==> src/rtl/u16u8_pkg.sv <==
`timescale 1ns / 1ps
// ----------------------------------------------------------------------------
// u16u8_pkg
// Shared types, constants and encode helpers of the UTF-16 to UTF-8 transcoder.
// ----------------------------------------------------------------------------
package u16u8_pkg;

    // configuration port
    localparam int CFG_INDEX_W = 2;
    localparam int CFG_DATA_W  = 8;

    typedef enum logic [CFG_INDEX_W-1:0] {
        REG_UNIT_LIMIT = 2'd0,
        REG_BYTE_LIMIT = 2'd1
    } cfg_reg_t;

    localparam logic [6:0] UNIT_LIMIT_RST = 7'd32;
    localparam logic [7:0] BYTE_LIMIT_RST = 8'd127;

    // default job queue depth
    localparam int JOB_QUEUE_DEPTH = 4;

    // code unit classes
    localparam logic [15:0] HIGH_SURR_LO = 16'hD800;
    localparam logic [15:0] HIGH_SURR_HI = 16'hDBFF;
    localparam logic [15:0] LOW_SURR_LO  = 16'hDC00;
    localparam logic [15:0] LOW_SURR_HI  = 16'hDFFF;
    localparam logic [20:0] SUPP_BASE    = 21'h10000;
    localparam logic [15:0] REPL_CHAR    = 16'hFFFD;

    // encoded lengths
    localparam logic [2:0] LEN_NONE = 3'd0;
    localparam logic [2:0] LEN_1    = 3'd1;
    localparam logic [2:0] LEN_2    = 3'd2;
    localparam logic [2:0] LEN_3    = 3'd3;
    localparam logic [2:0] LEN_4    = 3'd4;

    // work item handed from the front to the back: up to two code points
    // (slot a, then slot b) and an optional end beat
    typedef struct packed {
        logic [20:0] cp_a;
        logic [2:0]  len_a;
        logic [15:0] cp_b;
        logic [1:0]  len_b;
        logic        has_end;
        logic        empty;
    } job_t;

    // UTF-8 length of a code point
    function automatic logic [2:0] cp_len(input logic [20:0] cp);
        logic [2:0] n;
        if (cp < 21'h80)
            n = LEN_1;
        else if (cp < 21'h800)
            n = LEN_2;
        else if (cp < 21'h10000)
            n = LEN_3;
        else
            n = LEN_4;
        return n;
    endfunction

    // byte k of the UTF-8 encoding of cp, which takes len bytes
    function automatic logic [7:0] utf8_byte(input logic [20:0] cp,
                                             input logic [2:0] len,
                                             input logic [1:0] k);
        logic [7:0] b;
        b = 8'h00;
        unique case (len)
            LEN_2:
            begin
                b = (k == 2'd0) ? {3'b110, cp[10:6]} : {2'b10, cp[5:0]};
            end
            LEN_3:
            begin
                unique case (k)
                    2'd0:    b = {4'b1110, cp[15:12]};
                    2'd1:    b = {2'b10, cp[11:6]};
                    default: b = {2'b10, cp[5:0]};
                endcase
            end
            LEN_4:
            begin
                unique case (k)
                    2'd0: b = {5'b11110, cp[20:18]};
                    2'd1: b = {2'b10, cp[17:12]};
                    2'd2: b = {2'b10, cp[11:6]};
                    2'd3: b = {2'b10, cp[5:0]};
                endcase
            end
            default:
            begin
                b = {1'b0, cp[6:0]};
            end
        endcase
        return b;
    endfunction

endpackage

==> src/rtl/u16u8_front.sv <==
`timescale 1ns / 1ps
// ----------------------------------------------------------------------------
// u16u8_front
// Decodes one code unit per beat: surrogate pairing, unit and byte limits,
// string end. Emits a job describing the code points to encode.
// ----------------------------------------------------------------------------
module u16u8_front (
    input  logic                clk,
    input  logic                rst_n,
    input  logic                fire,
    input  logic [15:0]         code_unit,
    input  logic                first_unit,
    input  logic [6:0]          unit_limit,
    input  logic [7:0]          byte_limit,
    output u16u8_pkg::job_t     job,
    output logic                job_push
);
    import u16u8_pkg::*;

    typedef struct packed {
        logic       ok;
        logic [7:0] be;
        logic       stop;
    } emit_t;

    logic        pending_valid_reg, pending_valid_next;
    logic [9:0]  pending_high_bits_reg, pending_high_bits_next;
    logic [7:0]  bytes_emitted_reg, bytes_emitted_next;
    logic [6:0]  units_seen_reg, units_seen_next;
    logic        output_stopped_reg, output_stopped_next;

    // byte budget check for one code point of n bytes
    function automatic emit_t try_emit(input logic [7:0] be, input logic stop,
                                       input logic [7:0] limit,
                                       input logic [2:0] n);
        emit_t r;
        logic [8:0] sum;
        sum = {1'b0, be} + {6'b0, n};
        r.ok = 1'b0;
        r.be = be;
        r.stop = stop;
        if (!stop)
        begin
            if (sum > {1'b0, limit})
                r.stop = 1'b1;
            else
            begin
                r.ok = 1'b1;
                r.be = sum[7:0];
            end
        end
        return r;
    endfunction

    // decode of the current unit against string state
    always_comb
    begin
        logic        pv;
        logic [9:0]  phb;
        logic [7:0]  be;
        logic [6:0]  us;
        logic        stp;
        logic        handle;
        logic        is_high;
        logic        is_low;
        logic [20:0] pair_cp;
        logic [2:0]  n_b;
        emit_t       e;

        e   = '0;
        pv  = pending_valid_reg;
        phb = pending_high_bits_reg;
        be  = bytes_emitted_reg;
        us  = units_seen_reg;
        stp = output_stopped_reg;
        if (first_unit)
        begin
            pv  = 1'b0;
            phb = '0;
            be  = '0;
            us  = '0;
            stp = 1'b0;
        end

        is_high = (code_unit >= HIGH_SURR_LO) && (code_unit <= HIGH_SURR_HI);
        is_low  = (code_unit >= LOW_SURR_LO) && (code_unit <= LOW_SURR_HI);
        pair_cp = SUPP_BASE + {1'b0, phb, code_unit[9:0]};
        n_b     = cp_len({5'b0, code_unit});
        handle  = 1'b1;
        job     = '0;

        if (code_unit == 16'h0000)
        begin
            // terminator: flush held surrogate, then end beat
            if (pv)
            begin
                e = try_emit(be, stp, byte_limit, LEN_3);
                if (e.ok)
                begin
                    job.cp_a  = {5'b0, REPL_CHAR};
                    job.len_a = LEN_3;
                end
                be  = e.be;
                stp = e.stop;
            end
            job.has_end = 1'b1;
            job.empty   = (be == 8'd0);
            pv  = 1'b0;
            phb = '0;
            be  = '0;
            us  = '0;
            stp = 1'b0;
        end
        else
        begin
            // held high surrogate: join or flush
            if (pv)
            begin
                pv = 1'b0;
                if (is_low)
                begin
                    e = try_emit(be, stp, byte_limit, LEN_4);
                    if (e.ok)
                    begin
                        job.cp_a  = pair_cp;
                        job.len_a = LEN_4;
                    end
                    if (us != 7'd127)
                        us = us + 7'd1;
                    handle = 1'b0;
                end
                else
                begin
                    e = try_emit(be, stp, byte_limit, LEN_3);
                    if (e.ok)
                    begin
                        job.cp_a  = {5'b0, REPL_CHAR};
                        job.len_a = LEN_3;
                    end
                    if (e.stop)
                        handle = 1'b0;
                end
                be  = e.be;
                stp = e.stop;
                phb = '0;
            end

            // the unit on its own
            if (handle && !stp && (us < unit_limit))
            begin
                us = us + 7'd1;
                if (is_high)
                begin
                    pv  = 1'b1;
                    phb = code_unit[9:0];
                end
                else
                begin
                    e = try_emit(be, stp, byte_limit, is_low ? LEN_3 : n_b);
                    if (e.ok)
                    begin
                        job.cp_b  = is_low ? REPL_CHAR : code_unit;
                        job.len_b = is_low ? 2'd3 : n_b[1:0];
                    end
                    be  = e.be;
                    stp = e.stop;
                end
            end
        end

        pending_valid_next     = pv;
        pending_high_bits_next = phb;
        bytes_emitted_next     = be;
        units_seen_next        = us;
        output_stopped_next    = stp;
        job_push = fire && ((job.len_a != LEN_NONE) || (job.len_b != 2'd0) || job.has_end);
    end

    // string state
    always_ff @(posedge clk or negedge rst_n)
    begin
        if (!rst_n)
        begin
            pending_valid_reg     <= 1'b0;
            pending_high_bits_reg <= '0;
            bytes_emitted_reg     <= '0;
            units_seen_reg        <= '0;
            output_stopped_reg    <= 1'b0;
        end
        else if (fire)
        begin
            pending_valid_reg     <= pending_valid_next;
            pending_high_bits_reg <= pending_high_bits_next;
            bytes_emitted_reg     <= bytes_emitted_next;
            units_seen_reg        <= units_seen_next;
            output_stopped_reg    <= output_stopped_next;
        end
    end

endmodule

==> src/rtl/u16u8_job_queue.sv <==
`timescale 1ns / 1ps
// ----------------------------------------------------------------------------
// u16u8_job_queue
// Small FIFO of decoded jobs between the front and the back.
// ----------------------------------------------------------------------------
module u16u8_job_queue #(
    parameter int DEPTH = u16u8_pkg::JOB_QUEUE_DEPTH
) (
    input  logic            clk,
    input  logic            rst_n,
    input  logic            push,
    input  u16u8_pkg::job_t push_job,
    input  logic            pop,
    output u16u8_pkg::job_t head_job,
    output logic            not_empty,
    output logic            full
);
    import u16u8_pkg::*;

    localparam int PTR_W = (DEPTH > 1) ? $clog2(DEPTH) : 1;
    localparam int CNT_W = $clog2(DEPTH + 1);

    job_t             slots_reg [DEPTH];
    logic [PTR_W-1:0] wr_ptr_reg, wr_ptr_next;
    logic [PTR_W-1:0] rd_ptr_reg, rd_ptr_next;
    logic [CNT_W-1:0] count_reg, count_next;

    assign head_job  = slots_reg[rd_ptr_reg];
    assign not_empty = (count_reg != '0);
    assign full      = (count_reg == CNT_W'(DEPTH));

    // pointer and fill count
    always_comb
    begin
        wr_ptr_next = wr_ptr_reg;
        rd_ptr_next = rd_ptr_reg;
        count_next  = count_reg;
        if (push)
            wr_ptr_next = (wr_ptr_reg == PTR_W'(DEPTH - 1)) ? '0 : wr_ptr_reg + 1'b1;
        if (pop)
            rd_ptr_next = (rd_ptr_reg == PTR_W'(DEPTH - 1)) ? '0 : rd_ptr_reg + 1'b1;
        if (push && !pop)
            count_next = count_reg + 1'b1;
        else if (pop && !push)
            count_next = count_reg - 1'b1;
    end

    always_ff @(posedge clk or negedge rst_n)
    begin
        if (!rst_n)
        begin
            wr_ptr_reg <= '0;
            rd_ptr_reg <= '0;
            count_reg  <= '0;
        end
        else
        begin
            wr_ptr_reg <= wr_ptr_next;
            rd_ptr_reg <= rd_ptr_next;
            count_reg  <= count_next;
        end
    end

    // storage
    always_ff @(posedge clk)
    begin
        if (push)
            slots_reg[wr_ptr_reg] <= push_job;
    end

endmodule

==> src/rtl/u16u8_back.sv <==
`timescale 1ns / 1ps
// ----------------------------------------------------------------------------
// u16u8_back
// Walks the head job one result beat per cycle, while the output is not stalled,
// and encodes UTF-8 bytes into the output register.
// ----------------------------------------------------------------------------
module u16u8_back (
    input  logic            clk,
    input  logic            rst_n,
    input  u16u8_pkg::job_t job,
    input  logic            job_valid,
    output logic            job_pop,
    output logic            out_valid,
    input  logic            out_ready,
    output logic [7:0]      out_byte,
    output logic            end_of_string,
    output logic            string_empty,
    output logic            last_of_run
);
    import u16u8_pkg::*;

    logic [2:0] pos_reg, pos_next;
    logic       out_valid_reg, out_valid_next;
    logic [7:0] byte_reg, byte_next;
    logic       eos_reg, eos_next;
    logic       empty_reg, empty_next;
    logic       last_reg, last_next;
    logic       load;

    // beat selection within the job
    always_comb
    begin
        logic [3:0] len_ab;
        logic [3:0] total;
        logic [2:0] pos_b;
        logic       is_last;

        len_ab  = {1'b0, job.len_a} + {2'b0, job.len_b};
        total   = len_ab + {3'b0, job.has_end};
        pos_b   = pos_reg - job.len_a;
        is_last = ({1'b0, pos_reg} + 4'd1 == total);

        load = job_valid && (!out_valid_reg || out_ready);

        byte_next  = 8'h00;
        eos_next   = 1'b0;
        empty_next = 1'b0;
        last_next  = is_last;
        if (pos_reg < job.len_a)
            byte_next = utf8_byte(job.cp_a, job.len_a, pos_reg[1:0]);
        else if ({1'b0, pos_reg} < len_ab)
            byte_next = utf8_byte({5'b0, job.cp_b}, {1'b0, job.len_b}, pos_b[1:0]);
        else
        begin
            eos_next   = 1'b1;
            empty_next = job.empty;
        end

        pos_pop_logic:
        begin
            pos_next = pos_reg;
            job_pop  = 1'b0;
            if (load)
            begin
                if (is_last)
                begin
                    pos_next = '0;
                    job_pop  = 1'b1;
                end
                else
                    pos_next = pos_reg + 3'd1;
            end
        end

        if (load)
            out_valid_next = 1'b1;
        else if (out_ready)
            out_valid_next = 1'b0;
        else
            out_valid_next = out_valid_reg;
    end

    // control
    always_ff @(posedge clk or negedge rst_n)
    begin
        if (!rst_n)
        begin
            pos_reg       <= '0;
            out_valid_reg <= 1'b0;
        end
        else
        begin
            pos_reg       <= pos_next;
            out_valid_reg <= out_valid_next;
        end
    end

    // output payload
    always_ff @(posedge clk)
    begin
        if (load)
        begin
            byte_reg  <= byte_next;
            eos_reg   <= eos_next;
            empty_reg <= empty_next;
            last_reg  <= last_next;
        end
    end

    assign out_valid     = out_valid_reg;
    assign out_byte      = byte_reg;
    assign end_of_string = eos_reg;
    assign string_empty  = empty_reg;
    assign last_of_run   = last_reg;

endmodule

==> src/rtl/utf16_to_utf8_transcoder.sv <==
`timescale 1ns / 1ps
// An accepted unit's job is written into the job queue; the back then registers
// its first result beat in the output register. Throughput: one unit per cycle
// enters while the job queue has room; results leave at one beat per cycle while
// out_ready is high, and a unit gives 0 to 6 result beats. The byte-wide output
// register sets the sustained rate.
// Reset: string state cleared, unit_limit 32, byte_limit 127, queue and output empty.
// ----------------------------------------------------------------------------
// utf16_to_utf8_transcoder
// Top level: config registers, decode front, job queue and encode back.
// ----------------------------------------------------------------------------
module utf16_to_utf8_transcoder #(
    parameter int QUEUE_DEPTH = u16u8_pkg::JOB_QUEUE_DEPTH
) (
    input  logic                             clk,
    input  logic                             rst_n,
    input  logic                             in_valid,
    output logic                             in_ready,
    input  logic [15:0]                      code_unit,
    input  logic                             first_unit,
    output logic                             out_valid,
    input  logic                             out_ready,
    output logic [7:0]                       out_byte,
    output logic                             end_of_string,
    output logic                             string_empty,
    output logic                             last_of_run,
    input  logic                             cfg_valid,
    output logic                             cfg_ready,
    input  logic [u16u8_pkg::CFG_INDEX_W-1:0] cfg_index,
    input  logic [u16u8_pkg::CFG_DATA_W-1:0]  cfg_data
);
    import u16u8_pkg::*;

    logic [6:0] unit_limit_reg;
    logic [7:0] byte_limit_reg;
    logic       in_fire;
    job_t       new_job;
    job_t       head_job;
    logic       job_push;
    logic       job_pop;
    logic       queue_not_empty;
    logic       queue_full;

    assign cfg_ready = 1'b1;
    assign in_ready  = !queue_full;
    assign in_fire   = in_valid && in_ready;

    // configuration registers
    always_ff @(posedge clk or negedge rst_n)
    begin
        if (!rst_n)
        begin
            unit_limit_reg <= UNIT_LIMIT_RST;
            byte_limit_reg <= BYTE_LIMIT_RST;
        end
        else if (cfg_valid && cfg_ready)
        begin
            if (cfg_index == REG_UNIT_LIMIT)
                unit_limit_reg <= cfg_data[6:0];
            else if (cfg_index == REG_BYTE_LIMIT)
                byte_limit_reg <= cfg_data;
        end
    end

    u16u8_front u_front (
        .clk        (clk),
        .rst_n      (rst_n),
        .fire       (in_fire),
        .code_unit  (code_unit),
        .first_unit (first_unit),
        .unit_limit (unit_limit_reg),
        .byte_limit (byte_limit_reg),
        .job        (new_job),
        .job_push   (job_push)
    );

    u16u8_job_queue #(
        .DEPTH (QUEUE_DEPTH)
    ) u_queue (
        .clk       (clk),
        .rst_n     (rst_n),
        .push      (job_push),
        .push_job  (new_job),
        .pop       (job_pop),
        .head_job  (head_job),
        .not_empty (queue_not_empty),
        .full      (queue_full)
    );

    u16u8_back u_back (
        .clk           (clk),
        .rst_n         (rst_n),
        .job           (head_job),
        .job_valid     (queue_not_empty),
        .job_pop       (job_pop),
        .out_valid     (out_valid),
        .out_ready     (out_ready),
        .out_byte      (out_byte),
        .end_of_string (end_of_string),
        .string_empty  (string_empty),
        .last_of_run   (last_of_run)
    );

endmodule

==> config.mk <==
export PLATFORM = sky130hd
export DESIGN_NAME = utf16_to_utf8_transcoder
export DESIGN_NICKNAME = d
export VERILOG_FILES = /design/src/rtl/u16u8_pkg.sv /design/src/rtl/u16u8_front.sv /design/src/rtl/u16u8_job_queue.sv /design/src/rtl/u16u8_back.sv /design/src/rtl/utf16_to_utf8_transcoder.sv
export SDC_FILE = /design/constraint.sdc
export NUM_CORES = 1
export LEC_CHECK = 0
export ABC_AREA = 1
export BUFFER_PORTS_ARGS = -buffer_cell sky130_fd_sc_hd__buf_2
export CAP_MARGIN = 20
export CORE_UTILIZATION = 62
export DETAILED_ROUTE_END_ITERATION = 6
export PLACE_DENSITY = 0.85
export REMOVE_ABC_BUFFERS = 1
export SYNTH_ARGS = -nofsm -noshare
export SYNTH_HDL_FRONTEND = slang
export SYNTH_SLANG_ARGS = --single-unit
export TNS_END_PERCENT = 20
==> constraint.sdc <==
create_clock -name clk -period 20.5 [get_ports clk]
set_clock_uncertainty 0.15 [all_clocks]
set_input_delay 1.025 -clock clk [delete_from_list [all_inputs] [get_ports clk]]
set_output_delay 1.025 -clock clk [all_outputs]
set_load 0.01 [all_outputs]
==> insert_results.sql, run 1 <==
INSERT INTO impl_metrics (metric_group, metric, value, unit) VALUES
('floorplanning', 'start_util', '0.636', ''),
('detailed_routing', 'vias', '10371', ''),
('cts', 'clk_transition_reported_paths', '0.06', 'ns'),
('layout', 'largest_register_ffs', '172', ''),
('cts', 'cts-root-to-sink-buffers', '3', ''),
('critical_path', 'crit_path_top_delay_cell', 'sky130_fd_sc_hd__buf_2', ''),
('layout', 'antenna-diode-count', '0', ''),
('outcome', 'outcome', 'finished, violations left', ''),
('place', 'post_place_cell_area', '0.0134', 'mm2'),
('critical_path', 'data_arrival_time_of_the_worst_path', '8.35', 'ns'),
('power_and_ir_drop', 'p_int', '0.00129', 'W'),
('floorplanning', 'die_height', '146', 'um'),
('critical_path', 'critical_path_class', 'input pin to register', ''),
('detailed_routing', 'detail_route.wirelength', '33100', 'um'),
('floorplanning', 'chip_width', '146', 'um'),
('sta', 'report.final.setup_viol', '0', ''),
('place', 'portBuffers', '44', ''),
('cts', 'tritoncts', 'built', ''),
('yosys', 'synth.cell_area', '0.0129', 'mm2'),
('power_and_ir_drop', 'net-switching-power', '0.000988', 'W'),
('flow_run', 'timing.max_cap.violations', '0', ''),
('power_and_ir_drop', 'power.ir.vdd_worst', '0.0810', 'mV'),
('critical_path', 'rr_startpoint', 'u_front.bytes_emitted_reg[2]', ''),
('power_and_ir_drop', 'p_leak', '5.96', 'nW'),
('power_and_ir_drop', 'pwr-share-clk', '0.191', ''),
('global_route', 'globalRouteOverflowTotal', '0', ''),
('min_path', 'worstHoldStart', 'byte_limit_reg[5]', ''),
('yosys', 'yosys_warnings', '0', ''),
('power_and_ir_drop', 'totalPowerFinal', '0.00228', 'W'),
('detailed_routing', 'routed_wire_length_per_instance', '19.3', 'um'),
('floorplanning', 'row_count', '52', ''),
('cts', 'worstSkewPairLatency', '0.51', 'ns'),
('sta', 'timing.max_slew.rel_slack', '0.293', ''),
('floorplanning', 'core_box_area', '0.0204', 'mm2'),
('outcome', 'failed_checks', 'DRC', ''),
('yosys', 'ys_types', '62', ''),
('layout', 'commonest_cells_after_routing_fill_and_taps_aside', 'sky130_fd_sc_hd__nand2_1, sky130_fd_sc_hd__edfxtp_1, sky130_fd_sc_hd__inv_1', ''),
('critical_path', 'crit_fanout', '25', ''),
('cts', 'cts_sinks', '236', ''),
('yosys', 'post_synth.cell_area_avg', '9.29', 'um2'),
('sta', 'fin_crit', '8.12', 'ns'),
('place', 'dp_hpwl', '22900', 'um'),
('power_and_ir_drop', 'switching_share', '0.433', ''),
('critical_path', 'critical_path_buf_inv_count', '5', ''),
('critical_path', 'cp-start-kind', 'input pin', ''),
('global_route', 'global_route_wire_length_before_repair', '51900', 'um'),
('layout', 'areaGrowthSynthToFinish', '9.56', '%'),
('sta', 'unrepaired_setup_endpoints_after_global_routing', 'false', ''),
('layout', 'final_layout_size_suffix_gt1_frac', '0.117', ''),
('cts', 'ctsHoldBuffers', '0', ''),
('sta', 'finalMaxSlewViolations', '0', ''),
('critical_path', 'critical-path-top-cell-by-count', 'sky130_fd_sc_hd__nand2_1', ''),
('detailed_routing', 'routed_via_density', '6.06', ''),
('yosys', 'ys_ff_latch', '236', ''),
('cts', 'cts_root_buf', 'sky130_fd_sc_hd__clkbuf_16', ''),
('power_and_ir_drop', 'power.sequential.fraction', '0.323', ''),
('global_route', 'grt_start_max_net_pins', '88', ''),
('detailed_routing', 'detail-route-antenna-nets', '0', ''),
('yosys', 'yosysSeqAreaShare', '0.528', ''),
('cts', 'post_cts_resized', '0', ''),
('min_path', 'hold_path.class', 'register to register', ''),
('global_route', 'grt_pass1_vias', '10041', ''),
('critical_path', 'element_type_at_the_critical_path_end', 'register', ''),
('cts', 'cts.htree.levels', '1', ''),
('power_and_ir_drop', 'comb_power_share', '0.486', ''),
('detailed_routing', 'drt_drc_violations_left', '7', ''),
('yosys', 'synth_enable_flop_cells', '183', ''),
('detailed_routing', 'drt-pass1-iter-count', '7', ''),
('global_route', 'grtUsageTotal', '0.310', ''),
('critical_path', 'critical_path_rt', '20.73', 'ns'),
('layout', 'fillerInstances', '1490', '');
==> cell families (layout without fill, tap and decap cells) <==
logic type      count (synthesis)  in the layout  share of synthesized area
simple gates                  591            591                      0.208
compound gates                264            264                      0.122
flops                         236            236                      0.528
buf+inv                       219            267                     0.0667
fa+ha+maj                      60             60                     0.0597
xor+xnor                       23             23                     0.0156
other cells                     1              1                   0.000290
==> path summary, 6_finish.rpt <==
kind / slack (ns) / to / depth (start not counted)
worst max-delay path: 12.38 / u_queue.count_reg[2] / 43
worst min-delay path: 0.34 / byte_limit_reg[5] / 2
worst max register to register: 12.98 / u_queue.count_reg[2] / 43
worst min register to register: 0.34 / byte_limit_reg[5] / 2
max in group asynchronous: 19.18 / u_queue.rd_ptr_reg[0] / 2
min in group asynchronous: 0.50 / byte_limit_reg[7] / 2
==> cell usage after synthesis (7+ instances only) <==
master	count	area, um2
sky130_fd_sc_hd__a21oi_1	82	410
sky130_fd_sc_hd__a32o_1	17	170
sky130_fd_sc_hd__clkbuf_1	36	135
sky130_fd_sc_hd__dfrtp_1	45	1130
sky130_fd_sc_hd__dfstp_2	8	210
sky130_fd_sc_hd__edfxtp_1	183	5500
sky130_fd_sc_hd__ha_1	57	713
sky130_fd_sc_hd__inv_1	160	601
sky130_fd_sc_hd__nand2_1	280	1050
sky130_fd_sc_hd__nand2_2	8	50.1
sky130_fd_sc_hd__nand3_1	104	521
sky130_fd_sc_hd__nand3_2	8	80.1
sky130_fd_sc_hd__nand4_1	14	87.6
sky130_fd_sc_hd__nor2_1	121	454
sky130_fd_sc_hd__nor3_1	15	75.1
sky130_fd_sc_hd__o21ai_0	90	450
sky130_fd_sc_hd__o21ai_1	12	60.1
sky130_fd_sc_hd__o221ai_1	7	61.3
sky130_fd_sc_hd__o22ai_1	17	106
sky130_fd_sc_hd__or2_2	12	75.1
sky130_fd_sc_hd__xor2_1	17	149
==> power by group through the flow <==
stage / combinational, W / sequential (W) / clock [W]
2_1_floorplan: 0.000746 / 0.000752 / 0
3_3_place_gp: 0.00106 / 0.000738 / 0
3_5_place_dp: 0.00108 / 0.000743 / 0
4_1_cts: 0.00109 / 0.000735 / 0.000437
5_1_grt: 0.00122 / 0.000745 / 0.000457
6_report: 0.00111 / 0.000736 / 0.000436
==> area by class of cell <==
class	count	area share
clock buffer	35	0.0482
clock inverter	10	0.00776
inverter	169	0.0454
multi-input combinational	939	0.373
sequential	236	0.482
tap	270	0.0238
timing repair buffer	53	0.0203
==> metrics by stage <==
stage	util	setup WS, ns
after floorplan	-	12.20
after global placement	0.657	12.27
after detailed placement	0.657	12.00
after CTS	0.696	12.50
after global routing	0.696	11.76
final	0.696	12.38
==> worst min-delay path, cell delays in order, from the launching register on <==
cell                      delay (ns)
sky130_fd_sc_hd__dfstp_2        0.36
sky130_fd_sc_hd__nand2_1        0.05
sky130_fd_sc_hd__o21ai_0        0.07
==> metal layers <==
metal  part of all wire  up-vias  track usage  routed length, um
li1                   -     4857            -                  -
met1               0.39     4834        0.395              13000
met2               0.49      579        0.527              16200
met3              0.078      101       0.0456               2580
met4              0.039        0        0.140               1310
met5                  0        -            0                  0
(Power assumes the default switching activity.)
==> inputs of run 2 (changes only) <==
--- a/config.mk
+++ b/config.mk
@@ -5,12 +5,12 @@
 export SDC_FILE = /design/constraint.sdc
 export NUM_CORES = 1
 export LEC_CHECK = 0
-export ABC_AREA = 1
+export ABC_AREA = 0
 export BUFFER_PORTS_ARGS = -buffer_cell sky130_fd_sc_hd__buf_2
 export CAP_MARGIN = 20
-export CORE_UTILIZATION = 62
+export CORE_UTILIZATION = 56
 export DETAILED_ROUTE_END_ITERATION = 6
-export PLACE_DENSITY = 0.85
+export PLACE_DENSITY = 0.81
 export REMOVE_ABC_BUFFERS = 1
 export SYNTH_ARGS = -nofsm -noshare
 export SYNTH_HDL_FRONTEND = slang
==> constraint.sdc (replaced) <==
create_clock -name clk -period 6.61 [get_ports clk]
set_clock_uncertainty 0.15 [all_clocks]
set_input_delay 0.3305 -clock clk [delete_from_list [all_inputs] [get_ports clk]]
set_output_delay 0.3305 -clock clk [all_outputs]
set_load 0.01 [all_outputs]
==> run 2 against run 1 <==
  * The flow now finishes without violations
  * Sequential share of layout area decreased by 0.76 points
  * Final area increased by 1.6%
  * Non-clock buffer count increased by 52
  * Synthesized cell count decreased by 27%
==> insert_results.sql, run 2 <==
INSERT INTO impl_metrics (metric_group, metric, value, unit) VALUES
('outcome', 'outcome', 'complete, no violations', ''),
('detailed_routing', 'dr_wl_met3', '2400', 'um'),
('critical_path', 'worstSetupStartpoint', 'u_front.bytes_emitted_reg[2]', ''),
('sta', 'finalHoldViolCount', '0', ''),
('layout', 'post-route-util', '0.658', ''),
('detailed_routing', 'routed_wl_met2', '15600', 'um'),
('yosys', 'yosys_warnings', '0', ''),
('floorplanning', 'die_height', '152', 'um'),
('critical_path', 'rr_startpoint', 'u_front.bytes_emitted_reg[2]', ''),
('global_route', 'grtUsageTotal', '0.279', ''),
('floorplanning', 'row_count', '54', ''),
('layout', 'layout.cells.most_common', 'sky130_fd_sc_hd__edfxtp_1', ''),
('power_and_ir_drop', 'power.ir.vdd_worst', '0.261', 'mV'),
('yosys', 'yosys.area.top_type', 'sky130_fd_sc_hd__edfxtp_1', ''),
('floorplanning', 'design.portCount', '46', ''),
('yosys', 'post_synth_most_frequent_cells', 'sky130_fd_sc_hd__edfxtp_1, sky130_fd_sc_hd__nor2_1, sky130_fd_sc_hd__nand2_1', ''),
('power_and_ir_drop', 'p_int', '0.00397', 'W'),
('power_and_ir_drop', 'cellPowerDensity', '441', 'mW/mm2'),
('place', 'dp_hpwl', '20900', 'um'),
('cts', 'worstSkewPairLatency', '0.53', 'ns'),
('yosys', 'ys_top_cells_by_area', 'sky130_fd_sc_hd__edfxtp_1, sky130_fd_sc_hd__dfrtp_1, sky130_fd_sc_hd__mux4_2, sky130_fd_sc_hd__ha_1, sky130_fd_sc_hd__nor2_1', ''),
('sta', 'max_freq', '159', 'MHz'),
('detailed_routing', 'route.top_layer_used', 'met4', ''),
('floorplanning', 'chip_width', '152', 'um'),
('global_route', 'grt_start_max_net_pins', '54', ''),
('cts', 'cts-root-to-sink-buffers', '3', ''),
('detailed_routing', 'vias', '8948', ''),
('critical_path', 'critical_path_rt', '6.90', 'ns'),
('place', 'globalplace.congestion', '0.957', ''),
('cts', 'clk_transition_reported_paths', '0.06', 'ns'),
('sta', 'unrepaired_setup_endpoints_after_global_routing', 'false', ''),
('critical_path', 'critical_path_class', 'register to register', ''),
('global_route', 'grt_pass1_vias', '8705', ''),
('flow_run', 'timing.max_cap.violations', '0', ''),
('sta', 'timing.final.crit_share', '0.950', ''),
('power_and_ir_drop', 'totalPowerFinal', '0.00636', 'W'),
('critical_path', 'data_arrival_time_of_the_worst_path', '6.57', 'ns'),
('yosys', 'synth_enable_flop_cells', '183', ''),
('critical_path', 'crit_fanout', '5', ''),
('global_route', 'global_route_wire_length_before_repair', '48000', 'um'),
('power_and_ir_drop', 'switching_share', '0.376', ''),
('yosys', 'async_reset_ff_frac', '0.225', ''),
('detailed_routing', 'routed_via_density', '6.42', ''),
('yosys', 'postSynthCellCount', '1013', ''),
('yosys', 'post-synth-top-count-cell', 'sky130_fd_sc_hd__edfxtp_1', ''),
('critical_path', 'crit_path_top_delay_cell', 'sky130_fd_sc_hd__fa_2', ''),
('critical_path', 'cp_slowest_stage_delay', '0.44', 'ns'),
('layout', 'final_layout_size_suffix_gt1_frac', '0.227', ''),
('sta', 'fin_crit', '6.28', 'ns'),
('min_path', 'worstHoldStart', 'code_unit[1]', ''),
('floorplanning', 'core_box_area', '0.0219', 'mm2'),
('detailed_routing', 'drt-pass1-iter-count', '5', ''),
('critical_path', 'element_type_at_the_critical_path_end', 'register', ''),
('yosys', 'post_synth.cell_area_avg', '12.4', 'um2'),
('place', 'portBuffers', '44', ''),
('detailed_routing', 'drt_drc_violations_left', '0', ''),
('power_and_ir_drop', 'pwr-share-clk', '0.219', ''),
('min_path', 'hold_path.class', 'input pin to register', ''),
('floorplanning', 'start_util', '0.573', ''),
('critical_path', 'critical-path-top-delay-family', 'adder cells', ''),
('cts', 'cts_sinks', '236', ''),
('power_and_ir_drop', 'power.sequential.fraction', '0.355', ''),
('cts', 'tritoncts', 'built', ''),
('yosys', 'ys_ff_latch', '236', ''),
('global_route', 'globalRouteOverflowTotal', '0', ''),
('detailed_routing', 'dr.first_iter.drc_count', '967', ''),
('layout', 'commonest_cells_after_routing_fill_and_taps_aside', 'sky130_fd_sc_hd__edfxtp_1, sky130_fd_sc_hd__nor2_1, sky130_fd_sc_hd__nand2_1', ''),
('yosys', 'synth.cell_area', '0.0125', 'mm2'),
('detailed_routing', 'detail_route.wirelength', '31300', 'um'),
('sta', 'report.final.setup_viol', '0', ''),
('layout', 'final_cell_area_excluding_filler_cells', '0.0144', 'mm2'),
('sta', 'worst_hold_slack', '0.0301', 'ns'),
('power_and_ir_drop', 'comb_power_share', '0.426', ''),
('critical_path', 'critical_path_buf_inv_count', '2', ''),
('sta', 'timing_worst_slew_pin_value', '0.898', 'ns'),
('layout', 'largest_register_ffs', '172', ''),
('yosys', 'ys_types', '78', ''),
('cts', 'cts_root_buf', 'sky130_fd_sc_hd__clkbuf_16', ''),
('cts', 'tritoncts.num_buffers', '25', ''),
('cts', 'cts.htree.levels', '1', ''),
('power_and_ir_drop', 'net-switching-power', '0.00239', 'W'),
('place', 'post_place_cell_area', '0.0133', 'mm2'),
('layout', 'finish.net_count', '1187', ''),
('global_route', 'antenna_violations_before_repair', '0', ''),
('sta', 'finalMaxSlewViolations', '0', ''),
('critical_path', 'cp-start-kind', 'register', ''),
('yosys', 'yosysTopAreaCellShare', '0.438', ''),
('sta', 'timing.max_slew.rel_slack', '0.399', ''),
('floorplanning', 'die-area', '0.0230', 'mm2'),
('power_and_ir_drop', 'p_leak', '5.64', 'nW'),
('detailed_routing', 'drt-met1-wl', '12000', 'um'),
('critical_path', 'critical-path-top-cell-by-count', 'sky130_fd_sc_hd__a21oi_2', ''),
('layout', 'antenna-diode-count', '0', ''),
('layout', 'areaGrowthSynthToFinish', '15.0', '%'),
('yosys', 'synthFlopType', 'sky130_fd_sc_hd__edfxtp_1', ''),
('detailed_routing', 'routed_wire_length_per_instance', '22.5', 'um'),
('yosys', 'yosysSeqAreaShare', '0.545', ''),
('detailed_routing', 'detail-route-antenna-nets', '0', '');
## run 2: changes by cell type in the layout (fill, tap and decap cells not counted), sizes merged, moves of 14 or more
cell | before | now
nand2 | 294 | 69
o21ai | 103 | 63
mux2 | 0 | 17
xnor2 | 6 | 22
a21oi | 84 | 40
buf | 53 | 93
a22o | 0 | 14
mux4 | 0 | 42
inv | 168 | 45
nor2b | 0 | 14
nand2b | 0 | 17
nand3 | 113 | 25
nor2 | 131 | 83
a21o | 2 | 23
## run 2: timing repair
action,4_1_cts,5_1_grt
buffers inserted,0,2
resized for setup,0,35
endpoints found under the setup margin,0,182
hold endpoints to repair,62,1
hold buffers,11,1
## run 2: worst register-to-register path, delay by kind of cell (launching register included)
family                   cells  cell delay [ns]
AO/OA/AOI/OAI               10             1.61
flip-flops                   1             0.35
AND/OR/NAND/NOR             10             1.67
XOR/XNOR                     2             0.30
buffers and inverters        2             0.23
adder cells (fa/ha/maj)      7             1.87
## run 2: cell families after synthesis
logic type               after synthesis  synth area share
multiplexers                          71             0.100
XOR/XNOR                              43            0.0300
AO/OA/AOI/OAI                        205             0.109
other                                  1          0.000299
adder cells (fa/ha/maj)               61            0.0626
AND/OR/NAND/NOR                      304             0.123
buffers and inverters                 92            0.0300
flip-flops                           236             0.545
## run 2: final timing paths
| check | end | slack, ns | cells past startpoint |
|---|---|---|---|
| max | u_queue.count_reg[2] | 0.33 | 31 |
| max reg2reg | u_queue.count_reg[2] | 0.33 | 31 |
| min | u_front.pending_high_bits_reg[1] | 0.03 | 2 |
| max in group asynchronous | u_front.bytes_emitted_reg[4] | 5.42 | 3 |
| min in group asynchronous | u_back.out_valid | 0.32 | 3 |
| min reg2reg | u_front.units_seen_reg[6] | 0.34 | 2 |
## run 2: per-layer routing
metal	track usage	vias to the layer above
li1	-	3995
met5	0	-
met3	0.0392	90
met1	0.357	4384
met4	0.111	0
met2	0.480	479
## run 2: final cells by class
cell class | count | area, um2
clock inverters | 12 | 141
inverters | 42 | 158
well taps | 280 | 350
flip-flops and latches | 236 | 6840
repair buffers | 105 | 758
multi-input cells | 685 | 5510
clock buffers | 33 | 666
fillers | 1567 | 7480
## run 2: power by group through the flow
stage                     sequential (W)  clock (W)  combinational, W
final                            0.00226    0.00139           0.00271
after CTS                        0.00226    0.00140           0.00263
after detailed placement         0.00228          0           0.00259
after global placement           0.00225          0           0.00250
after global routing             0.00229    0.00147           0.00294
after floorplan                  0.00230          0           0.00177
## run 2: stage by stage
step,std cells,TNS (ns),setup slack (ns)
finish,1393,0,0.332
global placement,1334,0,0.194
detailed placement,1334,0,0.0360
global route,1393,0,0.0131
CTS,1390,0,0.101
floorplan,963,-241.20,-1.38
